### config.mk
export PLATFORM = sky130hd
export DESIGN_NAME = vst_lane
export DESIGN_NICKNAME = d
export VERILOG_FILES = /design/src/sv/vst_pkg.sv /design/src/sv/vst_lane.sv
export SDC_FILE = /design/constraint.sdc
export NUM_CORES = 2
export LEC_CHECK = 0
export ABC_CLOCK_PERIOD_IN_PS = 10700
export BUFFER_PORTS_ARGS = -buffer_cell sky130_fd_sc_hd__buf_2
export CAP_MARGIN = 20
export CORE_MARGIN = 10
export CORE_UTILIZATION = 50
export CTS_BUF_LIST = sky130_fd_sc_hd__clkbuf_8
export DETAILED_ROUTE_END_ITERATION = 12
export HOLD_SLACK_MARGIN = 0.1
export PLACE_DENSITY = 0.65
export SLEW_MARGIN = 20
export SYNTH_ARGS = -nofsm -noshare
export SYNTH_HDL_FRONTEND = slang
export SYNTH_SLANG_ARGS = --single-unit
### constraint.sdc
create_clock -name clock -period 10.7 [get_ports clock]
set_clock_uncertainty 0.05 [all_clocks]
set_input_delay 1.07 -clock clock [delete_from_list [all_inputs] [get_ports clock]]
set_output_delay 1.07 -clock clock [all_outputs]
set_load 0.005 [all_outputs]
### src/sv/vst_pkg.sv
// Package with shared types, constants and a helper function of the vibration statistics tracker.
package vst_pkg;

   localparam int unsigned AxisCount = 3;
   localparam logic [15:0] SensFallback = 16'd3998;
   localparam logic [23:0] LevelFloor = 24'd256;
   localparam logic [23:0] Max24 = 24'hFFFFFF;
   localparam logic [62:0] Max63 = {63{1'b1}};
   localparam logic [1:0] TopScale = 2'd3;

   // Configuration register indexes.
   localparam logic [1:0] RegBaseSens = 2'd0;
   localparam logic [1:0] RegClip = 2'd1;
   localparam logic [1:0] RegDcAlpha = 2'd2;
   localparam logic [1:0] RegLevelBeta = 2'd3;

   localparam logic [15:0] ResetBaseSens = 16'd3998;
   localparam logic [14:0] ResetClip = 15'd30000;
   localparam logic [15:0] ResetDcAlpha = 16'd655;
   localparam logic [15:0] ResetLevelBeta = 16'd655;

   // A scaled axis stays below 2^27, so the sum of three squares fits in 58 bits.
   localparam int unsigned AxisScaledWidth = 28;
   localparam int unsigned SumWidth = 58;
   localparam int unsigned RootWidth = SumWidth / 2;

   typedef enum logic [2:0] {
      ST_IDLE,
      ST_SCALE,
      ST_ROOT,
      ST_STATS,
      ST_LEVEL,
      ST_OUT
   } state_type;

   function automatic logic [15:0] axis_abs(input logic [15:0] raw);
      logic [16:0] mag;
      begin
         mag = raw[15] ? (17'h10000 - {1'b0, raw}) : {1'b0, raw};
         axis_abs = mag[15:0];
      end
   endfunction

endpackage

### src/sv/vst_lane.sv
// One axis lane: scaling of the axis magnitude to Q.8 mg, then squaring; both results are registered.
module vst_lane
   import vst_pkg::*;
(
   input  logic                         clock,
   input  logic                         load,
   input  logic [16:0]                  axis_mag,
   input  logic [18:0]                  sens,
   output logic [2*AxisScaledWidth-1:0] square
);
   logic [AxisScaledWidth-1:0]   scaled_ff;
   logic [AxisScaledWidth-1:0]   scaled_in;
   logic [2*AxisScaledWidth-1:0] square_ff;
   logic [35:0]                  product;

   assign product   = axis_mag * sens;
   assign scaled_in = AxisScaledWidth'((product + 36'd128) >> 8);

   always_ff @(posedge clock) begin
      if (load) begin
         scaled_ff <= scaled_in;
      end
      square_ff <= scaled_ff * scaled_ff;
   end

   assign square = square_ff;
endmodule

# After elaboration in Yosys (flattened, before gate mapping)
# Cells that the tools add are included.
[classes]
addsub = 1
mul = 2
div = 0
magnitude_cmp = 0
n_eq_ne = 0
n_shift = 0
n_mux = 0
n_bitwise = 0
reduce_logical = 0
[op_table]
columns = ["operator", "n"]
rows = [
  ["multiplier 28 x 28 -> 56 bit", 1],
  ["adder 36 x 8 -> 36 bit (second input constant)", 1],
  ["multiplier 17 x 19 -> 36 bit", 1],
]
[word_totals]
register_bits = 84
latchBits = 0
ram_bits = 0
romBits = 0
in_bits = 38
out_inout_bits = 56
mem_count = 0

# Depth between registers and ports, before layout
[depth]
depth_word = 2
ltp_mapped = 28
ltp_nobuf = 25

# Worst setup path after synthesis
# OpenSTA, ideal clock, no wires.
[synth_timing]
path_type = "input-to-reg"
from = "in axis_mag[8]"
to = "reg scaled_ff[16] (data pin)"
setup_ps = 262
arrival_ps = 6871
required_ps = 10388
setup_slack_ps = 3518
path_stages = 24
path_buffers = 2
cell_sequence = "clkbuf_1 clkbuf_1 nand2_1 fa_1 inv_1 fa_1 inv_1 fa_1 inv_1 fa_1 inv_1 fa_1 inv_1 fa_1 ha_1 a21o_1 a21o_1 a2111oi_2 o211ai_2 a31oi_4 nand2b_1 and2b_1 o211ai_2 xor2_1"
[synth_via]
elab_chain_cells = 2
[synth_rtl]
columns = ["element", "line", "rtl"]
rows = [
  ["start: declaration", "vst_lane.sv:7", "input logic [16:0] axis_mag,"],
  ["multiplier 17 x 19 -> 36 bit", "vst_lane.sv:16", "assign product = axis_mag * sens;"],
  ["adder 36 x 8 -> 36 bit", "vst_lane.sv:17", "assign scaled_in = AxisScaledWidth'((product + 36'd128) >> 8);"],
  ["via scaled_in[16]", "vst_lane.sv:12", "logic [AxisScaledWidth-1:0] scaled_in;"],
  ["end signal: assignment", "vst_lane.sv:21", "scaled_ff <= scaled_in;"],
  ["end: declaration", "vst_lane.sv:11", "logic [AxisScaledWidth-1:0] scaled_ff;"],
]
# The timed path passes the listed nets, and every way through them passes these cells.
# A chain may end at the register's enable or synchronous reset.

# Final worst setup path
[layout_timing]
from = "reg scaled_ff[14]"
to = "reg square_ff[54] (netlist: square[54])"
[layout_via]
elab_chain_cells = 1
[layout_rtl]
columns = ["element", "line", "rtl"]
rows = [
  ["multiplier 28 x 28 -> 56 bit", "vst_lane.sv:23", "square_ff <= scaled_ff * scaled_ff;"],
  ["end signal: assignment", "vst_lane.sv:23", ""],
  ["end: declaration", "vst_lane.sv:13", "logic [2*AxisScaledWidth-1:0] square_ff;"],
]
# No other way between the ends.

==> flow_summary.yaml <==
synth:
  syn_area_um2: 34810
  synth_top_family_by_area: "adder cells"
  yosys.area_share.simple_pct: 12.12
  synthMuxAreaShare_pct: 0.06111
  synthDominantCellAreaShare_pct: 49.18
  synth-seq-cells: 83
  synth_top_cell_by_area: "fa_1"
  async_flop_share_pct: 0
  ys_seq_area_share_pct: 5.579
  yosysUniqueCellTypes: 70
  yosys_most_used_dff: "dfxtp_1"
  synth_compound_area_share_pct: 5.061
  synth_edf_count: 28
  synthAdderAreaFrac_pct: 61.33
  netlist_instances: 3744
  avgSynthCellArea_um2: 9.296
  synth.area.top_cells: "fa_1 49%, ha_1 12%, inv_1 12%"
  yosys_warnings: 0
  synth_xor_area_share_pct: 2.340
  synth_fp_nets: 4975
drt:
  ant_nets: 0
  drt-initial-drc-count: 1353
  via_count: 23520
  first_pass_iters: 5
  wl_um: 81520
  via_per_inst: 5.036
  drc: 0
  avgRoutedWirePerCell_um: 17.45
place:
  port_buffers: 92
  hpwl_um: 68390
  gp_routability_congestion: 0.8970
floorplanning:
  dieArea_um2: 80570
  start_util_pct: 50.57
  num_rows: 96
  die_width_um: 283.8
  coreArea_um2: 68830
  die_h_um: 283.8
  pin_count: 94
critical_path:
  critPathKind: "flop to flop"
  cpLargestDelayFamily: "adder cells"
  crit_slowest_cell: "edfxtp_1"
  cp.required_ns: 11.00
  cp_cell_sequence: "inv_1 -> nor2_1 -> fa_1 -> fa_1 -> fa_1 -> inv_1 -> fa_1 -> inv_1 -> fa_1 -> fa_1 -> inv_1 -> fa_1 -> inv_1 -> ha_1 -> a21o_1 -> a21oi_1 -> nor2b_1 -> o41ai_2 -> nand2_1 -> a41oi_2 -> o31ai_2 -> and4_1 -> a311oi_2"
  startpoint_type: "flop"
  crit_buf_inv: 5
  cp_data_arrival_time_ns: 8.50
  crit_path_start: "scaled_ff[14]"
  crit_top_cell: "fa_1"
  reg2reg_from: "scaled_ff[14]"
  end_kind: "flop"
  critPathMaxFanout: 23
  slowest_delay_ns: 1.05
final_layout:
  final_common_cell: "inv_1"
  drive_gt1_share_pct: 4.599
  final_cell_mix: "1109 x inv_1, 855 x fa_1, 450 x nand2_1, 338 x ha_1, 285 x and2_1"
  fillers: 6310
  syn_to_final_growth_pct: 4.342
  insertedDiodeCount: 0
  fin_nets: 4966
clocking:
  clkTransAtPathRegs_ns: 0.11
  clk_latency_ns: 0.44
  cts_sinks: 83
  cts_buffer_depth: 2
  postCtsHoldBufs: 0
  cts_root_buffer: "clkbuf_8"
  cts.repair.resized: 0
  cts_buffers: 9
  htree_levels: 3
  cts_tree: "built"
  cts_setup_buffers: 0
timing:
  finalSetupTns_ns: 0
  drv_slew: 0
  post-route-period-util_pct: 76.57
  tightest_slew_ns: 1.068
  clock.fmax_ghz: 0.1221
  slew_headroom_pct: 28.83
  post-route-min-period_ns: 8.193
  rsz0062_at_grt: "false"
  setup_violations: 0
  finalHoldViolations: 0
grt:
  antenna_found_initial: 0
  grt_overflow_total: 0
  grt_first_pass_wirelength_um: 136700
  grtUsageTotal_pct: 21.12
  grt_pass1_vias: 26020
  grt_max_degree: 32
flow_run:
  cap_violations: 0
hold_path:
  hp-class: "flop to flop"
  min_from: "scaled_ff[0]"
run_status:
  outcome: "finished, final reports clean"
==> worst paths after layout <==
kind | endpoint | cells after the start | slack [ns]
max | square[54] | 23 | 2.51
min | square[0] | 1 | 0.66
max reg2reg | square[54] | 23 | 2.51
min reg2reg | square[0] | 1 | 0.66
==> worst reg2reg max path, cell delays in order (launching register included) <==
cell      delay (ns)
edfxtp_1        1.05
inv_1           0.44
nor2_1          0.32
fa_1            0.49
fa_1            0.50
fa_1            0.53
inv_1           0.05
fa_1            0.49
inv_1           0.05
fa_1            0.48
fa_1            0.55
inv_1           0.05
fa_1            0.47
inv_1           0.04
ha_1            0.37
a21o_1          0.23
a21oi_1         0.15
nor2b_1         0.08
o41ai_2         0.39
nand2_1         0.26
a41oi_2         0.50
o31ai_2         0.20
and4_1          0.23
a311oi_2        0.17
==> layer usage <==
metal / GRT usage, % / part of all wire (%) / vias up
met5: 0 / 0 / -
met4: 4.535 / 2.0 / 0
met3: 4.226 / 7.3 / 86
met2: 34.69 / 47 / 718
met1: 28.61 / 44 / 11930
li1: - / - / 10790
==> kinds of logic (layout without fill, tap and decap cells) <==
group                      after synthesis  after routing
muxes                                    2              2
and+or+nand+nor                        875            875
DFF                                     83             83
other                                    1              1
buffers and inverters                 1247           1243
xor gates and xnor gates                93             93
adders and majority gates             1193           1193
AOI/OAI and AO/OA                      250            250
==> synthesized netlist by cell type (all sizes together) (4+ instances only) <==
library cell	n
o21a	9
nand2b	11
a21oi	84
ha	338
nand2	450
a41oi	4
clkbuf	127
inv	1108
xor2	39
fa	855
nand4	17
edfxtp	28
nand3	15
nor2	58
nor2b	15
a21o	45
xnor2	54
o21ai	42
and3	9
a31oi	12
dfxtp	55
o21bai	18
and2	285
buf	12
o211ai	6
==> final cells by class <==
| type | instances | area, um2 | share of cell area (%) |
|---|---|---|---|
| inverter | 1108 | 4159 | 11.45 |
| multi-input combinational | 2414 | 28160 | 77.55 |
| sequential | 83 | 1942 | 5.347 |
| tap | 931 | 1165 | 3.207 |
| clock inverter | 7 | 77.57 | 0.2136 |
| clock buffer | 9 | 123.9 | 0.3411 |
| timing repair buffer | 119 | 685.7 | 1.888 |
==> metrics by stage <==
| step | utilization [%] | instance area, um2 | worst slack (ns) | cells | hold WS [ns] |
|---|---|---|---|---|---|
| floorplan | - | 34810 | 3.518 | 3744 | 0.3362 |
| global placement | 52.41 | 36070 | 2.808 | 4652 | 0.6571 |
| detailed placement | 52.41 | 36070 | 2.596 | 4652 | 0.6468 |
| CTS | 52.70 | 36270 | 2.621 | 4668 | 0.6608 |
| global route | 52.77 | 36320 | 1.908 | 4671 | 0.6902 |
| finish | 52.77 | 36320 | 2.507 | 4671 | 0.6625 |
==> sequential cells by signal, summed over array words and instances (netlist names) <==
| name | count |
|---|---|
| square | 55 |
| scaled_ff | 28 |
Power is not shown: default switching activity piles up to over one toggle a cycle in this logic, so the estimate is an artifact.
