[config.mk]
export PLATFORM = sky130hd
export DESIGN_NAME = vst_isqrt
export DESIGN_NICKNAME = d
export VERILOG_FILES = /design/src/sv/vst_pkg.sv /design/src/sv/vst_isqrt.sv
export SDC_FILE = /design/constraint.sdc
export NUM_CORES = 1
export LEC_CHECK = 0
export BUFFER_PORTS_ARGS = -buffer_cell sky130_fd_sc_hd__buf_2
export CORE_ASPECT_RATIO = 0.5
export CORE_UTILIZATION = 40
export CTS_BUF_LIST = sky130_fd_sc_hd__clkbuf_2 sky130_fd_sc_hd__clkbuf_4 sky130_fd_sc_hd__clkbuf_8
export CTS_CLUSTER_DIAMETER = 100
export DETAILED_ROUTE_END_ITERATION = 6
export PLACE_DENSITY = 0.69
export SYNTH_ARGS = -nofsm -noshare
export SYNTH_HDL_FRONTEND = slang
export SYNTH_SLANG_ARGS = --single-unit
[constraint.sdc]
create_clock -name clock -period 3.3 [get_ports clock]
set_clock_uncertainty 0.2 [all_clocks]
set_input_delay 0.165 -clock clock [delete_from_list [all_inputs] [get_ports clock]]
set_output_delay 0.165 -clock clock [all_outputs]
set_load 0.02 [all_outputs]
[src/sv/vst_pkg.sv]
// Package with shared types, constants and a helper function of the vibration statistics tracker.
package vst_pkg;

   localparam int unsigned AxisCount = 3;
   localparam logic [15:0] SensFallback = 16'd3998;
   localparam logic [23:0] LevelFloor = 24'd256;
   localparam logic [23:0] Max24 = 24'hFFFFFF;
   localparam logic [62:0] Max63 = {63{1'b1}};
   localparam logic [1:0] TopScale = 2'd3;

   // Configuration register indexes.
   localparam logic [1:0] RegBaseSens = 2'd0;
   localparam logic [1:0] RegClip = 2'd1;
   localparam logic [1:0] RegDcAlpha = 2'd2;
   localparam logic [1:0] RegLevelBeta = 2'd3;

   localparam logic [15:0] ResetBaseSens = 16'd3998;
   localparam logic [14:0] ResetClip = 15'd30000;
   localparam logic [15:0] ResetDcAlpha = 16'd655;
   localparam logic [15:0] ResetLevelBeta = 16'd655;

   // A scaled axis stays below 2^27, so the sum of three squares fits in 58 bits.
   localparam int unsigned AxisScaledWidth = 28;
   localparam int unsigned SumWidth = 58;
   localparam int unsigned RootWidth = SumWidth / 2;

   typedef enum logic [2:0] {
      ST_IDLE,
      ST_SCALE,
      ST_ROOT,
      ST_STATS,
      ST_LEVEL,
      ST_OUT
   } state_type;

   function automatic logic [15:0] axis_abs(input logic [15:0] raw);
      logic [16:0] mag;
      begin
         mag = raw[15] ? (17'h10000 - {1'b0, raw}) : {1'b0, raw};
         axis_abs = mag[15:0];
      end
   endfunction

endpackage

[src/sv/vst_isqrt.sv]
// Bit-pair iterative integer square root, one result bit per cycle.
module vst_isqrt
   import vst_pkg::*;
(
   input  logic                 clock,
   input  logic                 reset,
   input  logic                 start,
   input  logic [SumWidth-1:0]  radicand,
   output logic                 done,
   output logic [RootWidth-1:0] root
);
   localparam int unsigned CountWidth = $clog2(RootWidth + 1);

   logic [RootWidth-1:0]  root_ff;
   logic [CountWidth-1:0] count_ff, count_in;
   logic                  busy_ff, busy_in;
   logic [RootWidth+1:0]  trial;

   assign trial  = {root_ff, 2'b01};

   always_comb begin
      count_in = count_ff;
      busy_in  = busy_ff;
      if (start) begin
         count_in = CountWidth'(RootWidth);
         busy_in  = 1'b1;
      end else if (busy_ff) begin
         count_in = count_ff - 1'b1;
         if (count_ff == CountWidth'(1)) begin
            busy_in = 1'b0;
         end
      end
   end

   // Datapath: separate shifting radicand and partial remainder.
   logic [SumWidth-1:0]  src_ff;
   logic [RootWidth+1:0] part_ff;
   logic [RootWidth+1:0] part_shift;
   logic [RootWidth+1:0] part_next;
   logic                 fits;

   assign part_shift = {part_ff[RootWidth-1:0], src_ff[SumWidth-1 -: 2]};
   assign fits       = part_shift >= trial;
   assign part_next  = fits ? (part_shift - trial) : part_shift;

   always_ff @(posedge clock) begin
      if (reset) begin
         busy_ff  <= 1'b0;
         count_ff <= '0;
      end else begin
         busy_ff  <= busy_in;
         count_ff <= count_in;
      end
      if (start) begin
         src_ff  <= radicand;
         part_ff <= '0;
         root_ff <= '0;
      end else if (busy_ff) begin
         src_ff  <= {src_ff[SumWidth-3:0], 2'b00};
         part_ff <= part_next;
         root_ff <= {root_ff[RootWidth-2:0], fits};
      end
   end

   assign done = busy_ff && (count_ff == CountWidth'(1));
   assign root = {root_ff[RootWidth-2:0], fits};
endmodule

# After elaboration in Yosys (flattened, before gate mapping)
# Cells that the tools add are included.
op_classes:
  addsub: 2
  n_lt_le_gt_ge: 1
  n_eq_ne: 1
  mux: 8
  reduce_logical: 3
op_table:
  columns: ["cell", "count"]
  rows:
  - ["58-bit 2-to-1 mux", 2]
  - ["31-bit greater-or-equal comparator", 1]
  - ["29-bit 2-to-1 mux", 1]
  - ["29-bit subtractor", 1]
  - ["5-bit 2-to-1 mux", 2]
  - ["5-bit by 1-bit equality test with 1-bit output (second input constant)", 1]
  - ["5-bit by 1-bit subtractor with 5-bit output (second input constant)", 1]
  - ["1-bit 2-to-1 mux", 3]
  - ["2-bit nonzero test", 1]
  - ["2-bit OR reduction", 1]
  - ["1-bit logical AND", 1]
totals:
  reg_bits: 122
  input_bits: 61
  output_inout_bits: 30
  elab_cells: 21

# Longest topological paths before layout
depth:
  word_depth: 4
  mapped_depth: 13
  mapped_depth_nobuf: 11

# Worst setup path after synthesis
# OpenSTA, ideal clock, no wires.
synth_path:
  path_kind: "flip-flop to flip-flop"
  from: "register root_ff[10]"
  to: "register part_ff[11]"
  setup_ps: 86
  arrival_ps: 2567
  t_required_ps: 3014
  setup_slack_ps: 447
  stages_incl_launch_ff: 13
  n_path_buf: 1
  synth_period_minus_slack_ps: 2853
  path_cell_list: "dfxtp_1 inv_1 ha_1 a21o_1 a211o_1 a22o_1 a21o_1 o21a_1 a21oi_4 inv_4 buf_6 mux2i_1 a211oi_1"
synth_via:
  elab_chain_len: 2
synth_lines:
  columns: ["element", "line_no", "text"]
  rows:
  - ["start, declared", "vst_isqrt.sv:14", "logic [RootWidth-1:0] root_ff;"]
  - ["start signal, assigned", "vst_isqrt.sv:61", "root_ff <= {root_ff[RootWidth-2:0], fits};"]
  - ["31-bit greater-or-equal comparator", "vst_isqrt.sv:43", "assign fits = part_shift >= trial;"]
  - ["29-bit 2-to-1 mux", "vst_isqrt.sv:44", "assign part_next = fits ? (part_shift - trial) : part_shift;"]
  - ["end signal, assigned", "vst_isqrt.sv:60", "part_ff <= part_next;"]
  - ["end, declared", "vst_isqrt.sv:37", "logic [RootWidth+1:0] part_ff;"]
# Every way passes these cells.
# A chain may end at the register's enable or synchronous reset.

# Final worst setup path
layout_path:
  from: "register root_ff[10]"
  to: "output root[0]"
layout_via:
  elab_chain_len: 1
layout_lines:
  columns: ["element", "line_no", "text"]
  rows:
  - ["31-bit greater-or-equal comparator", "vst_isqrt.sv:43", null]
  - ["end, declared", "vst_isqrt.sv:10", "output logic [RootWidth-1:0] root"]
# Every way passes these cells.

==> results.ini <==
[sta]
fin_crit_sh_pct=96.0
fin_ws_ns=0.132
fmax_ghz=0.316
slew_headroom_pct=60.8
hold_viol_final=0
period_minus_slack_ns=3.17
finalSetupViolations=0
tightestPinTransition_ns=0.588
drv_slew=0

[grt]
track_usage_pct=17.8
grt_max_degree=118
grt_pass1_vias=5110
met2_usage_pct=28.8
grt_pass1_wl_um=25400
busiest_layer=met2
use_met3_pct=4.20
grt_use_met1_pct=24.0
grt_antenna_before_repair=0
overflow=0

[logic_synthesis]
ys_ff_latch=122
synth_xor_area_share_pct=3.41
synth_simple_gate_area_share_pct=10.7
synth_compound_area_share_pct=12.6
synthArstFlopShare_pct=0
ys_warn_count=0
synth_area_um2=6930
yosys.area_share.adder_pct=5.96
synth_top_family_by_area=multiplexers
synth_edf_count=58
synthMuxAreaShare_pct=15.9
netlist_instances=678
syn_avg_cell_area_um2=10.2
yosysSeqAreaShare_pct=43.6
synth.distinct_cells=61
ys.flop_type=dfxtp_1
syn_nets=772

[critical_path]
crit_buf_inv=3
crit_chain=inv_1 -> ha_2 -> a21o_1 -> a211o_1 -> a22o_1 -> a21o_1 -> o21a_1 -> a21oi_4 -> inv_6 -> buf_2
crit_type=reg2out
crit_cells=10
max_stage_delay_ns=0.37
reg2regPathDepth=12
crit_path_max_fanout=14
crit_family=compound AO/OA/AOI/OAI gates
crit_required_ns=2.93
end_kind=primary output
path_common_cell=a21o_1
cp_slowest_cell=dfxtp_1
start_kind=flip-flop
cp.arrival_ns=2.80

[place]
io_buffers=90
pre_cts_ws_ns=0.184
place_congestion=0.941
dp_hpwl_um=9860
post_dp_cell_area_um2=7400

[worst_hold_path]
min_path_type=in2reg
hold_depth=3

[cells_and_area]
fill_cells=1477
n_antenna_cell=0
area_growth_pct=21.5
drive_above_1_share_pct=25.3
layout.nets=886
stdcell_area_um2=8420

[route]
wirelength_um=15500
ant_nets=0
wl_per_cell_um=15.0
dr.pass1.iters=7
drt_iter0_drc=368
via_count=5293
route.detailed.drc=1
via_per_inst=5.13

[die]
dieArea_um2=17900
start_util_pct=41.6
die_w_um=188
rows=33
core_area_um2=16600
boundaryPins=91
die_y_um=95.1

[run_status]
violations=DRC
status=finished, violations left

[cts]
cts-root-buf=clkbuf_8
insertion_delay_ns=0.42
cts.sinks=122
clock_path_buffers=2
cts_made_buffers=17
htree_levels=4
tritoncts=done
clk_pin_slew_ns=0.08

[power]
ir_worst_vdd_mv=0.282
power_leakage_nw=3.45
powerDensity_nw_per_um2=620

[job]
drv_cap=0

worst paths after layout:
kind | start | end | slack (ns)
worst max-delay path | root_ff[10] | root[0] | 0.13
worst min-delay path | start | count_ff[2] | 0.06
worst max register to register | root_ff[10] | part_ff[12] | 0.25
worst min register to register | part_ff[27] | part_ff[27] | 0.30
power breakdown:
part	internal (mW)	switching, mW
Sequential	1.75	0.0864
Clock	0.761	0.683
Combinational	0.881	1.06
Total	3.39	1.83
registers in the layout, indices dropped and copies added, names as in the netlist:
register  flops
part_ff      29
root_ff      29
busy_ff       1
count_ff      5
src_ff       58
through the flow:
| step | power [mW] | instances | utilization, % | hold slack [ns] | setup TNS, ns |
|---|---|---|---|---|---|
| floorplan | 3.32 | 678 | - | 0.0341 | 0 |
| global placement | 3.68 | 940 | 44.5 | 0.212 | 0 |
| detailed placement | 3.70 | 940 | 44.5 | 0.210 | 0 |
| CTS | 5.21 | 1031 | 50.5 | 0.0420 | 0 |
| global route | 5.53 | 1032 | 50.6 | 0.111 | -0.0274 |
| finish | 5.22 | 1032 | 50.6 | 0.0598 | 0 |
metal layers:
metal	wire length [um]	part of all wire, %
met1	7730	50
met2	6980	45
met3	678	4.4
met4	131	0.84
met5	0	0
synthesized netlist by cell type, types with 3 or more instances:
cell / count / area share (%)
nor2_1: 79 / 4.3
dfxtp_1: 64 / 18
edfxtp_1: 58 / 25
mux2_2: 56 / 9.1
mux2i_1: 47 / 6.8
inv_1: 45 / 2.4
ha_1: 33 / 6.0
buf_4: 30 / 3.2
nand2_1: 25 / 1.4
a21oi_1: 24 / 1.7
a211oi_1: 23 / 2.5
clkbuf_1: 23 / 1.2
nor3_1: 16 / 1.2
xnor2_1: 15 / 1.9
xor2_1: 12 / 1.5
o21ai_0: 11 / 0.79
nand3_1: 10 / 0.72
nand4_1: 9 / 0.81
a21o_1: 6 / 0.65
a311oi_1: 6 / 0.76
a31oi_1: 6 / 0.54
buf_2: 5 / 0.36
nor4_1: 5 / 0.45
and3_1: 4 / 0.36
or2_2: 4 / 0.36
a211o_1: 3 / 0.38
a31o_2: 3 / 0.38
buf_1: 3 / 0.16
nand2b_1: 3 / 0.27
o211ai_1: 3 / 0.32
o21a_1: 3 / 0.32
o21bai_1: 3 / 0.32
o31ai_1: 3 / 0.32
or3_1: 3 / 0.27
kinds of logic after synthesis:
logic type	Yosys count
adders and majority gates	33
and+or+nand+nor	164
AOI/OAI and AO/OA	120
buffers and inverters	109
xor gates and xnor gates	27
DFF	122
muxes	103
worst register-to-register path, stage by stage (launching register included):
cell,delay [ns]
dfxtp_1,0.37
inv_1,0.06
ha_2,0.32
a21o_1,0.19
a211o_1,0.30
a22o_1,0.21
a21o_1,0.19
o21a_1,0.25
a21oi_4,0.19
inv_6,0.11
buf_12,0.18
mux2i_1,0.14
a211oi_1,0.26
what timing repair did:
item	in CTS	in global routing
gates resized for setup	0	5
setup endpoints to repair	0	2
setup buffers	0	1
hold buffers	59	0
hold endpoints to repair	64	0
cell type report:
class                   instances  area, um^2  share of cell area (%)
inverters                      46         178                    2.11
well taps                     227         284                    3.37
multi-input cells             447        3370                    40.1
flip-flops and latches        122        3030                    35.9
clock buffers                  18         241                    2.87
clock inverters                14         170                    2.02
repair buffers                158        1150                    13.6
cells in the final DEF, fill, tap and decap left out, types with 4 or more instances in the layout:
cell | Yosys | layout
dlygate4sd3_1 | 0 | 59
buf_2 | 5 | 89
a31oi_1 | 6 | 6
edfxtp_1 | 58 | 58
clkbuf_8 | 0 | 17
nand4_1 | 9 | 9
nand2_1 | 25 | 24
nand3_1 | 10 | 10
a311oi_1 | 6 | 6
nor4_1 | 5 | 5
inv_6 | 0 | 5
and3_1 | 4 | 4
inv_1 | 45 | 45
a21oi_1 | 24 | 24
buf_4 | 30 | 7
nor2_1 | 79 | 78
a21o_1 | 6 | 6
mux2_2 | 56 | 56
or2_2 | 4 | 4
xnor2_1 | 15 | 15
dfxtp_1 | 64 | 63
ha_1 | 33 | 32
nor3_1 | 16 | 15
o21ai_0 | 11 | 10
a211oi_1 | 23 | 23
xor2_1 | 12 | 12
mux2i_1 | 47 | 47
No activity file was read; power rests on OpenSTA's default activity.
